$ cat src/sv/ook_pulse_word_receiver_defines.svh
// ----------------------------------------------------------------------------
// ook_pulse_word_receiver_defines.svh
// Assertion helper macros shared by the receiver RTL.
// ----------------------------------------------------------------------------
`ifndef OOK_PULSE_WORD_RECEIVER_DEFINES_SVH
`define OOK_PULSE_WORD_RECEIVER_DEFINES_SVH

// Same-cycle implication, checked out of reset.
`define OPWR_ASSERT_NOW(label, ante, cons, msg) \
  label: assert property (@(posedge clk) disable iff (!rst_n) (ante) |-> (cons)) \
    else $error(msg);

// Next-cycle implication, checked out of reset.
`define OPWR_ASSERT_NEXT(label, ante, cons, msg) \
  label: assert property (@(posedge clk) disable iff (!rst_n) (ante) |=> (cons)) \
    else $error(msg);

`endif

$ cat src/sv/opwr_pkg.sv
// ----------------------------------------------------------------------------
// opwr_pkg
// Constants and types for the OOK pulse word receiver.
// ----------------------------------------------------------------------------
package opwr_pkg;

  localparam int WORD_BITS = 32;
  localparam int CNT_W     = $clog2(WORD_BITS);
  localparam int CMP_W     = (WORD_BITS > 32) ? WORD_BITS : 32;

  localparam logic [31:0] UPPER_HALF_MASK = 32'hFFFF_0000;

  // Configuration register indexes
  typedef enum logic [2:0] {
    REG_STATION_ID = 3'd0,
    REG_SHORT_MIN  = 3'd1,
    REG_SHORT_MAX  = 3'd2,
    REG_HB_REFRESH = 3'd3,
    REG_ALARM_TICKS = 3'd4
  } cfg_reg_t;

  // Input kind carried on tuser
  typedef enum logic {
    CMD_PULSE = 1'b0,
    CMD_TICK  = 1'b1
  } cmd_t;

  // Reset values of the configuration registers
  localparam logic [31:0] STATION_ID_RST  = 32'h0000_0000;
  localparam logic [7:0]  SHORT_MIN_RST   = 8'h02;
  localparam logic [7:0]  SHORT_MAX_RST   = 8'h0E;
  localparam logic [2:0]  HB_REFRESH_RST  = 3'd4;
  localparam logic [7:0]  ALARM_TICKS_RST = 8'd15;
  localparam logic [2:0]  HB_COUNT_RST    = 3'd4;

  // Result flags, highest bit first, as laid out on out_tuser
  typedef struct packed {
    logic out_of_range_alarm;
    logic screen_refresh;
    logic heartbeat_seen;
    logic call_alert;
    logic word_done;
  } result_flags_t;

endpackage

$ cat src/sv/ook_pulse_word_receiver.sv
// ----------------------------------------------------------------------------
// ook_pulse_word_receiver
// Pulse-width OOK bit slicer that assembles words and matches station address.
// A beat passes through the input register, then the result register.
// Throughput: one beat per cycle while out_tready is high; the single update stage sets the rate.
// Reset: synchronous, active low; clears state and loads register defaults.
// ----------------------------------------------------------------------------
`include "ook_pulse_word_receiver_defines.svh"

module ook_pulse_word_receiver (
  input  logic        clk,
  input  logic        rst_n,
  // input stream
  input  logic        in_tvalid,
  output logic        in_tready,
  input  logic [7:0]  in_tdata,   // [7:0] pulse_width
  input  logic        in_tuser,   // [0] command (0 pulse, 1 tick)
  // result stream
  output logic        out_tvalid,
  input  logic        out_tready,
  output logic [31:0] out_tdata,  // [31:0] received_word
  output logic [4:0]  out_tuser,  // [0] word_done [1] call_alert [2] heartbeat_seen
                                  // [3] screen_refresh [4] out_of_range_alarm
  // configuration writes
  input  logic        cfg_valid,
  output logic        cfg_ready,
  input  logic [2:0]  cfg_index,
  input  logic [31:0] cfg_data
);

  localparam int W  = opwr_pkg::WORD_BITS;
  localparam int CW = opwr_pkg::CNT_W;
  localparam int MW = opwr_pkg::CMP_W;

  // --------------------------------------------------------------------------
  // Configuration registers. Writes are always taken; the user must write only while
  // the pipe is empty (the block itself does not enforce this), so no ordering against beats is needed.
  // --------------------------------------------------------------------------
  logic [31:0] station_id_r;
  logic [7:0]  short_min_r;
  logic [7:0]  short_max_r;
  logic [2:0]  hb_refresh_r;
  logic [7:0]  alarm_ticks_r;

  assign cfg_ready = 1'b1;

  always_ff @(posedge clk) begin
    if (!rst_n) begin
      station_id_r  <= opwr_pkg::STATION_ID_RST;
      short_min_r   <= opwr_pkg::SHORT_MIN_RST;
      short_max_r   <= opwr_pkg::SHORT_MAX_RST;
      hb_refresh_r  <= opwr_pkg::HB_REFRESH_RST;
      alarm_ticks_r <= opwr_pkg::ALARM_TICKS_RST;
    end else if (cfg_valid && cfg_ready) begin
      unique case (cfg_index)
        opwr_pkg::REG_STATION_ID:  station_id_r  <= cfg_data;
        opwr_pkg::REG_SHORT_MIN:   short_min_r   <= cfg_data[7:0];
        opwr_pkg::REG_SHORT_MAX:   short_max_r   <= cfg_data[7:0];
        opwr_pkg::REG_HB_REFRESH:  hb_refresh_r  <= cfg_data[2:0];
        opwr_pkg::REG_ALARM_TICKS: alarm_ticks_r <= cfg_data[7:0];
        default: ;  // unmapped index: write is dropped
      endcase
    end
  end

  // --------------------------------------------------------------------------
  // Pipe control. Stage 1 is the input register, stage 2 the result register.
  // Stage 1 moves on whenever the result register is empty or being drained.
  // --------------------------------------------------------------------------
  logic       s1_valid_r;
  logic       s1_cmd_r;
  logic [7:0] s1_width_r;
  logic       out_valid_r;
  logic       advance;
  logic       s1_fire;

  assign advance   = !out_valid_r || out_tready;
  assign s1_fire   = s1_valid_r && advance;
  assign in_tready = !s1_valid_r || advance;

  always_ff @(posedge clk) begin
    if (!rst_n) begin
      s1_valid_r <= 1'b0;
    end else if (in_tready) begin
      s1_valid_r <= in_tvalid;
    end
  end

  always_ff @(posedge clk) begin
    if (in_tvalid && in_tready) begin
      s1_cmd_r   <= in_tuser;
      s1_width_r <= in_tdata;
    end
  end

  // --------------------------------------------------------------------------
  // Update logic. The word is built as a left shift register, MSB first;
  // a pulse inside the short window shifts in a one.
  // --------------------------------------------------------------------------
  logic [W-1:0]  word_r,      word_nxt;
  logic [CW-1:0] bit_cnt_r,   bit_cnt_nxt;
  logic [2:0]    hb_count_r,  hb_count_nxt;
  logic [7:0]    tick_cnt_r,  tick_cnt_nxt;

  logic          is_tick;
  logic          bit_one;
  logic [W-1:0]  shifted;
  logic          last_bit;
  logic [MW-1:0] word_ext;
  logic [2:0]    hb_dec;
  logic [7:0]    tick_inc;
  opwr_pkg::result_flags_t flags;
  logic [31:0]   word_out;

  always_comb begin
    is_tick  = (s1_cmd_r == opwr_pkg::CMD_TICK);
    bit_one  = (s1_width_r >= short_min_r) && (s1_width_r <= short_max_r);
    shifted  = {word_r[W-2:0], bit_one};
    last_bit = (bit_cnt_r == CW'(W - 1));
    word_ext = MW'(shifted);
    hb_dec   = hb_count_r - 3'd1;
    tick_inc = tick_cnt_r + 8'd1;

    word_nxt     = word_r;
    bit_cnt_nxt  = bit_cnt_r;
    hb_count_nxt = hb_count_r;
    tick_cnt_nxt = tick_cnt_r;
    flags        = '0;
    word_out     = '0;

    if (is_tick) begin
      tick_cnt_nxt             = tick_inc;
      flags.out_of_range_alarm = (tick_inc == alarm_ticks_r);
    end else if (last_bit) begin
      word_nxt        = '0;
      bit_cnt_nxt     = '0;
      flags.word_done = 1'b1;
      word_out        = word_ext[31:0];
      if (word_ext == MW'(station_id_r)) begin
        flags.call_alert = 1'b1;
      end else if (word_ext == MW'(station_id_r & opwr_pkg::UPPER_HALF_MASK)) begin
        // heartbeat: restart the silence timer and step the refresh divider
        flags.heartbeat_seen = 1'b1;
        tick_cnt_nxt         = '0;
        if (hb_dec == 3'd0) begin
          hb_count_nxt         = hb_refresh_r;
          flags.screen_refresh = 1'b1;
        end else begin
          hb_count_nxt = hb_dec;
        end
      end
    end else begin
      word_nxt    = shifted;
      bit_cnt_nxt = bit_cnt_r + CW'(1);
    end
  end

  always_ff @(posedge clk) begin
    if (!rst_n) begin
      word_r     <= '0;
      bit_cnt_r  <= '0;
      hb_count_r <= opwr_pkg::HB_COUNT_RST;
      tick_cnt_r <= '0;
    end else if (s1_fire) begin
      word_r     <= word_nxt;
      bit_cnt_r  <= bit_cnt_nxt;
      hb_count_r <= hb_count_nxt;
      tick_cnt_r <= tick_cnt_nxt;
    end
  end

  // --------------------------------------------------------------------------
  // Result register
  // --------------------------------------------------------------------------
  logic [31:0]             out_word_r;
  opwr_pkg::result_flags_t out_flags_r;

  always_ff @(posedge clk) begin
    if (!rst_n) begin
      out_valid_r <= 1'b0;
    end else if (advance) begin
      out_valid_r <= s1_valid_r;
    end
  end

  always_ff @(posedge clk) begin
    if (s1_fire) begin
      out_word_r  <= word_out;
      out_flags_r <= flags;
    end
  end

  assign out_tvalid = out_valid_r;
  assign out_tdata  = out_word_r;
  assign out_tuser  = {out_flags_r.out_of_range_alarm, out_flags_r.screen_refresh,
                       out_flags_r.heartbeat_seen, out_flags_r.call_alert,
                       out_flags_r.word_done};

  // --------------------------------------------------------------------------
  // Assertions
  // --------------------------------------------------------------------------
  `OPWR_ASSERT_NOW(a_word_zero_unless_done,
    out_valid_r && !out_flags_r.word_done, out_word_r == 32'd0,
    "received_word nonzero without word_done")
  `OPWR_ASSERT_NOW(a_match_exclusive,
    out_valid_r && out_flags_r.call_alert, !out_flags_r.heartbeat_seen,
    "call_alert and heartbeat_seen both set")
  `OPWR_ASSERT_NOW(a_refresh_needs_heartbeat,
    out_valid_r && out_flags_r.screen_refresh, out_flags_r.heartbeat_seen,
    "screen_refresh without heartbeat")
  `OPWR_ASSERT_NOW(a_alarm_only_on_tick,
    out_valid_r && out_flags_r.out_of_range_alarm, !out_flags_r.word_done,
    "alarm raised on a pulse beat")
  `OPWR_ASSERT_NEXT(a_count_restarts,
    s1_fire && !is_tick && last_bit, bit_cnt_r == '0 && word_r == '0,
    "bit counter not cleared after word")

endmodule

$ cat config.mk
export PLATFORM = sky130hd
export DESIGN_NAME = ook_pulse_word_receiver
export DESIGN_NICKNAME = d
export VERILOG_FILES = /design/src/sv/opwr_pkg.sv /design/src/sv/ook_pulse_word_receiver.sv
export VERILOG_INCLUDE_DIRS = /design/src /design/src/sv
export SDC_FILE = /design/constraint.sdc
export NUM_CORES = 1
export LEC_CHECK = 0
export BUFFER_PORTS_ARGS = -buffer_cell sky130_fd_sc_hd__buf_2
export CORE_MARGIN = 1
export CORE_UTILIZATION = 44
export DETAILED_ROUTE_END_ITERATION = 10
export SLEW_MARGIN = 20
export SYNTH_ARGS = -nofsm -noshare
export SYNTH_HDL_FRONTEND = slang
export SYNTH_SLANG_ARGS = --single-unit
$ cat constraint.sdc
create_clock -name clk -period 4 [get_ports clk]
set_clock_uncertainty 0.15 [all_clocks]
set_input_delay 0 -clock clk [delete_from_list [all_inputs] [get_ports clk]]
set_output_delay 0 -clock clk [all_outputs]
set_load 0.05 [all_outputs]
Word-level counts from Yosys, hierarchy flattened --
Cells that the tools add are included.
Word-level totals: flip-flop bits (word level) 154, bits in latches 0, bits in writable memories 0, bits in read-only memories 0, bits of input ports 49, memories kept 0
Operators by class: add/sub/neg operators 3, multipliers 0, divide/modulo/power cells 0, $lt $le $gt $ge 2, eq/ne operators 9, shifts and indexed selects 0, mux-type cells 11, bitwise operators 4, reductions and logical operators 22
Operators with widths (number):
- equality test 32 bit | 2
- two-way mux 8 bit | 4
- two-way mux 31 bit | 1
- AND reduction 2 bit | 6
- adder 8 x 1 -> 8 bit, second input constant | 1
- equality test 8 bit | 1
- >= comparator 8 bit | 1
- <= comparator 8 bit | 1
- equality test 3 x 2 -> 1 bit, second input constant | 2
- zero test 3 bit | 2
- adder 5 x 1 -> 5 bit, second input constant | 1
- equality test 5 bit, second input constant | 1
- two-way mux 5 bit | 1
- AND reduction 5 bit | 1
- inverter 1 bit | 4
- AND reduction 4 bit | 1
- nonzero test 2 bit | 2
- OR reduction 4 bit | 1
- equality test 3 x 1 -> 1 bit, second input constant | 1
- equality test 3 bit, second input constant | 1
- logical AND 1 bit | 3
- two-way mux 1 bit | 3
- two-way mux 3 bit | 1
- OR reduction 3 bit | 1
- 6 further kinds | 8

Logic depth before layout (Yosys ltp) --
depth in word-level cells 7, mapped depth 9, gate-level depth less buffers 9

Least setup slack after synthesis --
No wires, ideal clock.
kind reg-to-reg, start register out_valid_r (netlist: out_tvalid), end register hb_count_r[0], setup time 0.117 ns, arrival 2.826 ns, required time 3.733 ns, slack 0.906 ns, cell stages (with the launch flop) 9, path buffers 1, period minus slack after synthesis 3.094 ns, cells stage by stage dfxtp_1 -> nor2b_1 -> nand2b_1 -> buf_2 -> inv_1 -> nand2_1 -> a31o_2 -> or4_1 -> a32o_1
Between the ends: longest elaborated chain between the ends 4
RTL lines:
- start: declaration | RTL line ook_pulse_word_receiver.sv:73 | logic out_valid_r;
- start signal: assignment | RTL line ook_pulse_word_receiver.sv:182 | out_valid_r <= s1_valid_r;
- zero test 1 bit | RTL line ook_pulse_word_receiver.sv:77 | assign advance = !out_valid_r || out_tready;
- logical OR 1 bit | RTL line ook_pulse_word_receiver.sv:77
- logical AND 1 bit | RTL line ook_pulse_word_receiver.sv:78 | assign s1_fire = s1_valid_r && advance;
- net s1_fire | RTL line ook_pulse_word_receiver.sv:75 | logic s1_fire;
- AND reduction 5 bit (no line)
- end signal: assignment | RTL line ook_pulse_word_receiver.sv:162 | hb_count_r <= opwr_pkg::HB_COUNT_RST;
- end signal: assignment | RTL line ook_pulse_word_receiver.sv:167 | hb_count_r <= hb_count_nxt;
- end: declaration | RTL line ook_pulse_word_receiver.sv:102 | logic [2:0] hb_count_r, hb_count_nxt;
The timed path passes the listed nets, and every way through them passes these cells. A chain may end at the register's enable or synchronous reset.

Worst setup path after layout --
start register bit_cnt_r[0], end register tick_cnt_r[2]
Between the ends: longest elaborated chain between the ends 3
RTL lines:
- start: declaration | RTL line ook_pulse_word_receiver.sv:101 | logic [CW-1:0] bit_cnt_r, bit_cnt_nxt;
- start signal: assignment | RTL line ook_pulse_word_receiver.sv:166 | bit_cnt_r <= bit_cnt_nxt;
- equality test 5 bit | RTL line ook_pulse_word_receiver.sv:119 | last_bit = (bit_cnt_r == CW'(W - 1));
- net last_bit | RTL line ook_pulse_word_receiver.sv:108 | logic last_bit;
- nonzero test 2 bit (no line)
- AND reduction 4 bit (no line)
- end signal: assignment | RTL line ook_pulse_word_receiver.sv:168 | tick_cnt_r <= tick_cnt_nxt;
- end: declaration | RTL line ook_pulse_word_receiver.sv:103 | logic [7:0] tick_cnt_r, tick_cnt_nxt;
The timed path passes the listed nets, and every way through them passes these cells.

==> impl_metrics.env <==
export IMPL_status="finished clean"
export IMPL_synth_cell_type_count=48
export IMPL_yosysSeqAreaShare_pct=51.2
export IMPL_layout_commonest_cell="nand2_1"
export IMPL_coreArea_um2=15300
export IMPL_drt_wl_total_um=15800
export IMPL_p_per_area_nw_per_um2=407
export IMPL_die_w_um=127
export IMPL_ys_ff_latch=154
export IMPL_p_total_mw=3.50
export IMPL_clock_sinks=154
export IMPL_critPathKind="flop to flop"
export IMPL_clk_path_buf_depth=2
export IMPL_clock_latency_ns=0.43
export IMPL_slowest_stage="o41ai_2"
export IMPL_finalSetupViolCount=0
export IMPL_die_h_um=127
export IMPL_grt_pass1_vias=5239
export IMPL_critPathLaunch="bit_cnt_r[0]$_SDFFE_PN0P_"
export IMPL_max_stage_delay_ns=0.78
export IMPL_num_io_pins=89
export IMPL_worst_pin_slew_ns=0.985
export IMPL_crit_top_cell="ha_1"
export IMPL_path_clk_slew_ns=0.06
export IMPL_grt_use_total_pct=20.6
export IMPL_regToRegEndpoint="tick_cnt_r[2]$_SDFFE_PN0P_"
export IMPL_dieArea_um2=16200
export IMPL_route_detailed_drc=0
export IMPL_met2_length_um=7450
export IMPL_antenna_found_initial=0
export IMPL_finalHoldViolCount=0
export IMPL_rr_startpoint="bit_cnt_r[0]$_SDFFE_PN0P_"
export IMPL_fin_crit_ns=2.76
export IMPL_hold_path_depth=2
export IMPL_cts_root_buffer="clkbuf_16"
export IMPL_area_growth_synth_to_final_pct=24.3
export IMPL_start_util_pct=45.4
export IMPL_firstDrtPassIters=5
export IMPL_synthArstFlopShare_pct=0
export IMPL_fin_crit_sh_pct=68.9
export IMPL_synth_fp_nets=802
export IMPL_antenna_cells=0
export IMPL_worstHoldStart="rst_n"
export IMPL_cts_buffers=17
export IMPL_maxSlewHeadroom_pct=34.3
export IMPL_drv_cap=0
export IMPL_avgRoutedWirePerCell_um=14.6
export IMPL_dr_wl_met3_um=548
export IMPL_most_common_layout_cells="nand2_1, dfxtp_1, buf_2"
export IMPL_cp_cell_sequence="ha_1 -> and3_1 -> ha_1 -> inv_1 -> o41ai_2 -> o21ai_0"
export IMPL_cts_tree="yes"
export IMPL_finalNetCount=930
export IMPL_rrSetupSlack_ns=1.24
export IMPL_crit_family="compound AO/OA/AOI/OAI gates"
export IMPL_antenna_left=0
export IMPL_p_leak_nw=3.22
export IMPL_synthFlopType="dfxtp_1"
export IMPL_cts_htree_levels=4
export IMPL_grt_max_degree=62
export IMPL_worst_r2r_cell_count=6
export IMPL_slew_violations=0
export IMPL_min_to="hb_refresh_r[2]$_SDFFE_PN1P_"
export IMPL_cp_data_required_time_ns=4.14
export IMPL_grt_overflow_total=0
export IMPL_portBuffers=87
export IMPL_grt_pass1_wl_um=26100
export IMPL_synth_edf_count=46
export IMPL_end_kind="flop"
export IMPL_post_cts_buffers=0
export IMPL_fp_row_count=45
export IMPL_gp_congestion=0.804
export IMPL_start_kind="flop"
export IMPL_vias_per_cell=5.00
export IMPL_crit_buf_inv=1
export IMPL_yosys_warnings=0
export IMPL_vdd_ir_drop_max_mv=0.291
export IMPL_dpl_hpwl_um=10400
export IMPL_drive_gt1_share_pct=14.5
export IMPL_grt_setup_unrepaired="no"
export IMPL_arrival_ns=2.89
export IMPL_crit_fanout=32
export IMPL_synth_cell_area_um2=6920
export IMPL_top_layer_used="met4"
export IMPL_detailedRoute_firstIterationViolations=327
export IMPL_syn_inst=732
export IMPL_syn_avg_cell_area_um2=9.46
export IMPL_vias=5423
export IMPL_fmax_mhz=363
export IMPL_wl_met1_um=7640
export IMPL_hold_class="primary input to flop"
export IMPL_final_setup_tns_ns=0
-- sequential cells by signal, summed over array words and instances, names as in the netlist --
register	cells
out_tdata	32
station_id_r	32
word_r	31
alarm_ticks_r	8
s1_width_r	8
short_max_r	8
short_min_r	8
tick_cnt_r	8
bit_cnt_r	5
out_tuser	5
hb_count_r	3
hb_refresh_r	3
is_tick	1
out_tvalid	1
s1_valid_r	1
-- Yosys cell counts, types with 2 or more instances --
cell      instances  share of area (%)
a21boi_0         82                8.9
a21o_1            3               0.33
a21oi_1          13               0.94
a31oi_1           4               0.36
a32oi_1           3               0.38
and2_1           32                2.9
and3_1            5               0.45
clkbuf_1         35                1.9
dfxtp_1         108                 31
edfxtp_1         46                 20
ha_1             21                3.8
inv_1            28                1.5
mux2i_1           4               0.58
nand2_1         158                8.6
nand2b_1          5               0.45
nand3_1          44                3.2
nand4_1           8               0.72
nor2_1           11               0.60
nor2b_1          12                1.1
nor3_1            7               0.51
nor4_1            9               0.81
o211ai_1          6               0.65
o21a_1            3               0.33
o21ai_0          12               0.87
or2_2             2               0.18
or4_1             4               0.43
xnor2_1          31                3.9
xor2_1           16                2.0
-- timing repair --
action,4_1_cts,5_1_grt
hold buffers,53,0
gates resized for setup,0,0
setup endpoints to repair,0,0
hold endpoints to repair,70,0
-- where the power goes --
| part | internal [mW] | total [mW] | switching [mW] |
|---|---|---|---|
| Clock | 0.905 | 1.51 | 0.607 |
| Sequential | 1.65 | 1.67 | 0.0223 |
| Combinational | 0.120 | 0.321 | 0.201 |
| Total | 2.67 | 3.50 | 0.831 |
-- cell families (layout without fill, tap and decap cells) --
kind of cell	count (synthesis)	count (layout)	share of synthesized area, %
AND/OR/NAND/NOR	305	305	20.9
XOR/XNOR	47	47	5.95
buffers and inverters	66	207	3.65
other	1	1	0.0542
multiplexers	4	4	0.578
flip-flops	154	154	51.2
AO/OA/AOI/OAI	134	134	13.8
adder cells (fa/ha/maj)	21	21	3.80
-- metrics by stage --
step | hold WS [ns] | cell area (µm²) | setup slack [ns] | std cells | utilization, %
global route | 0.0707 | 8600 | 0.941 | 1084 | 56.4
CTS | 0.0106 | 8600 | 1.20 | 1084 | 56.4
finish | 0.00882 | 8600 | 1.24 | 1084 | 56.4
floorplan | -0.0511 | 6920 | 0.906 | 732 | -
global placement | 0.0260 | 7530 | 1.31 | 999 | 49.3
detailed placement | 0.0281 | 7530 | 1.20 | 999 | 49.3
-- layout make-up --
cell class / instances / area, µm²
Sequential cell: 154 / 3540
Fill cell: 1376 / 6650
Tap cell: 211 / 264
Clock buffer: 21 / 440
Clock inverter: 11 / 104
Inverter: 28 / 105
Multi-Input combinational cell: 512 / 3130
Timing Repair Buffer: 147 / 1020
-- layer usage --
layer	track usage [%]	vias up
met2	33.7	110
met1	27.5	2543
met5	0	-
li1	-	2755
met4	7.14	0
met3	3.81	15
-- worst max-delay path by stage --
stage,to,depth (start not counted),slack (ns)
after floorplan,hb_count_r[0]$_SDFFE_PN0P_,8,0.91
after global placement,tick_cnt_r[6]$_SDFFE_PN0P_,6,1.31
after detailed placement,tick_cnt_r[3]$_SDFFE_PN0P_,6,1.20
after CTS,tick_cnt_r[1]$_SDFFE_PN0P_,6,1.20
after global routing,tick_cnt_r[1]$_SDFFE_PN0P_,6,0.94
final,tick_cnt_r[2]$_SDFFE_PN0P_,6,1.24
(Power assumes the default switching activity.)
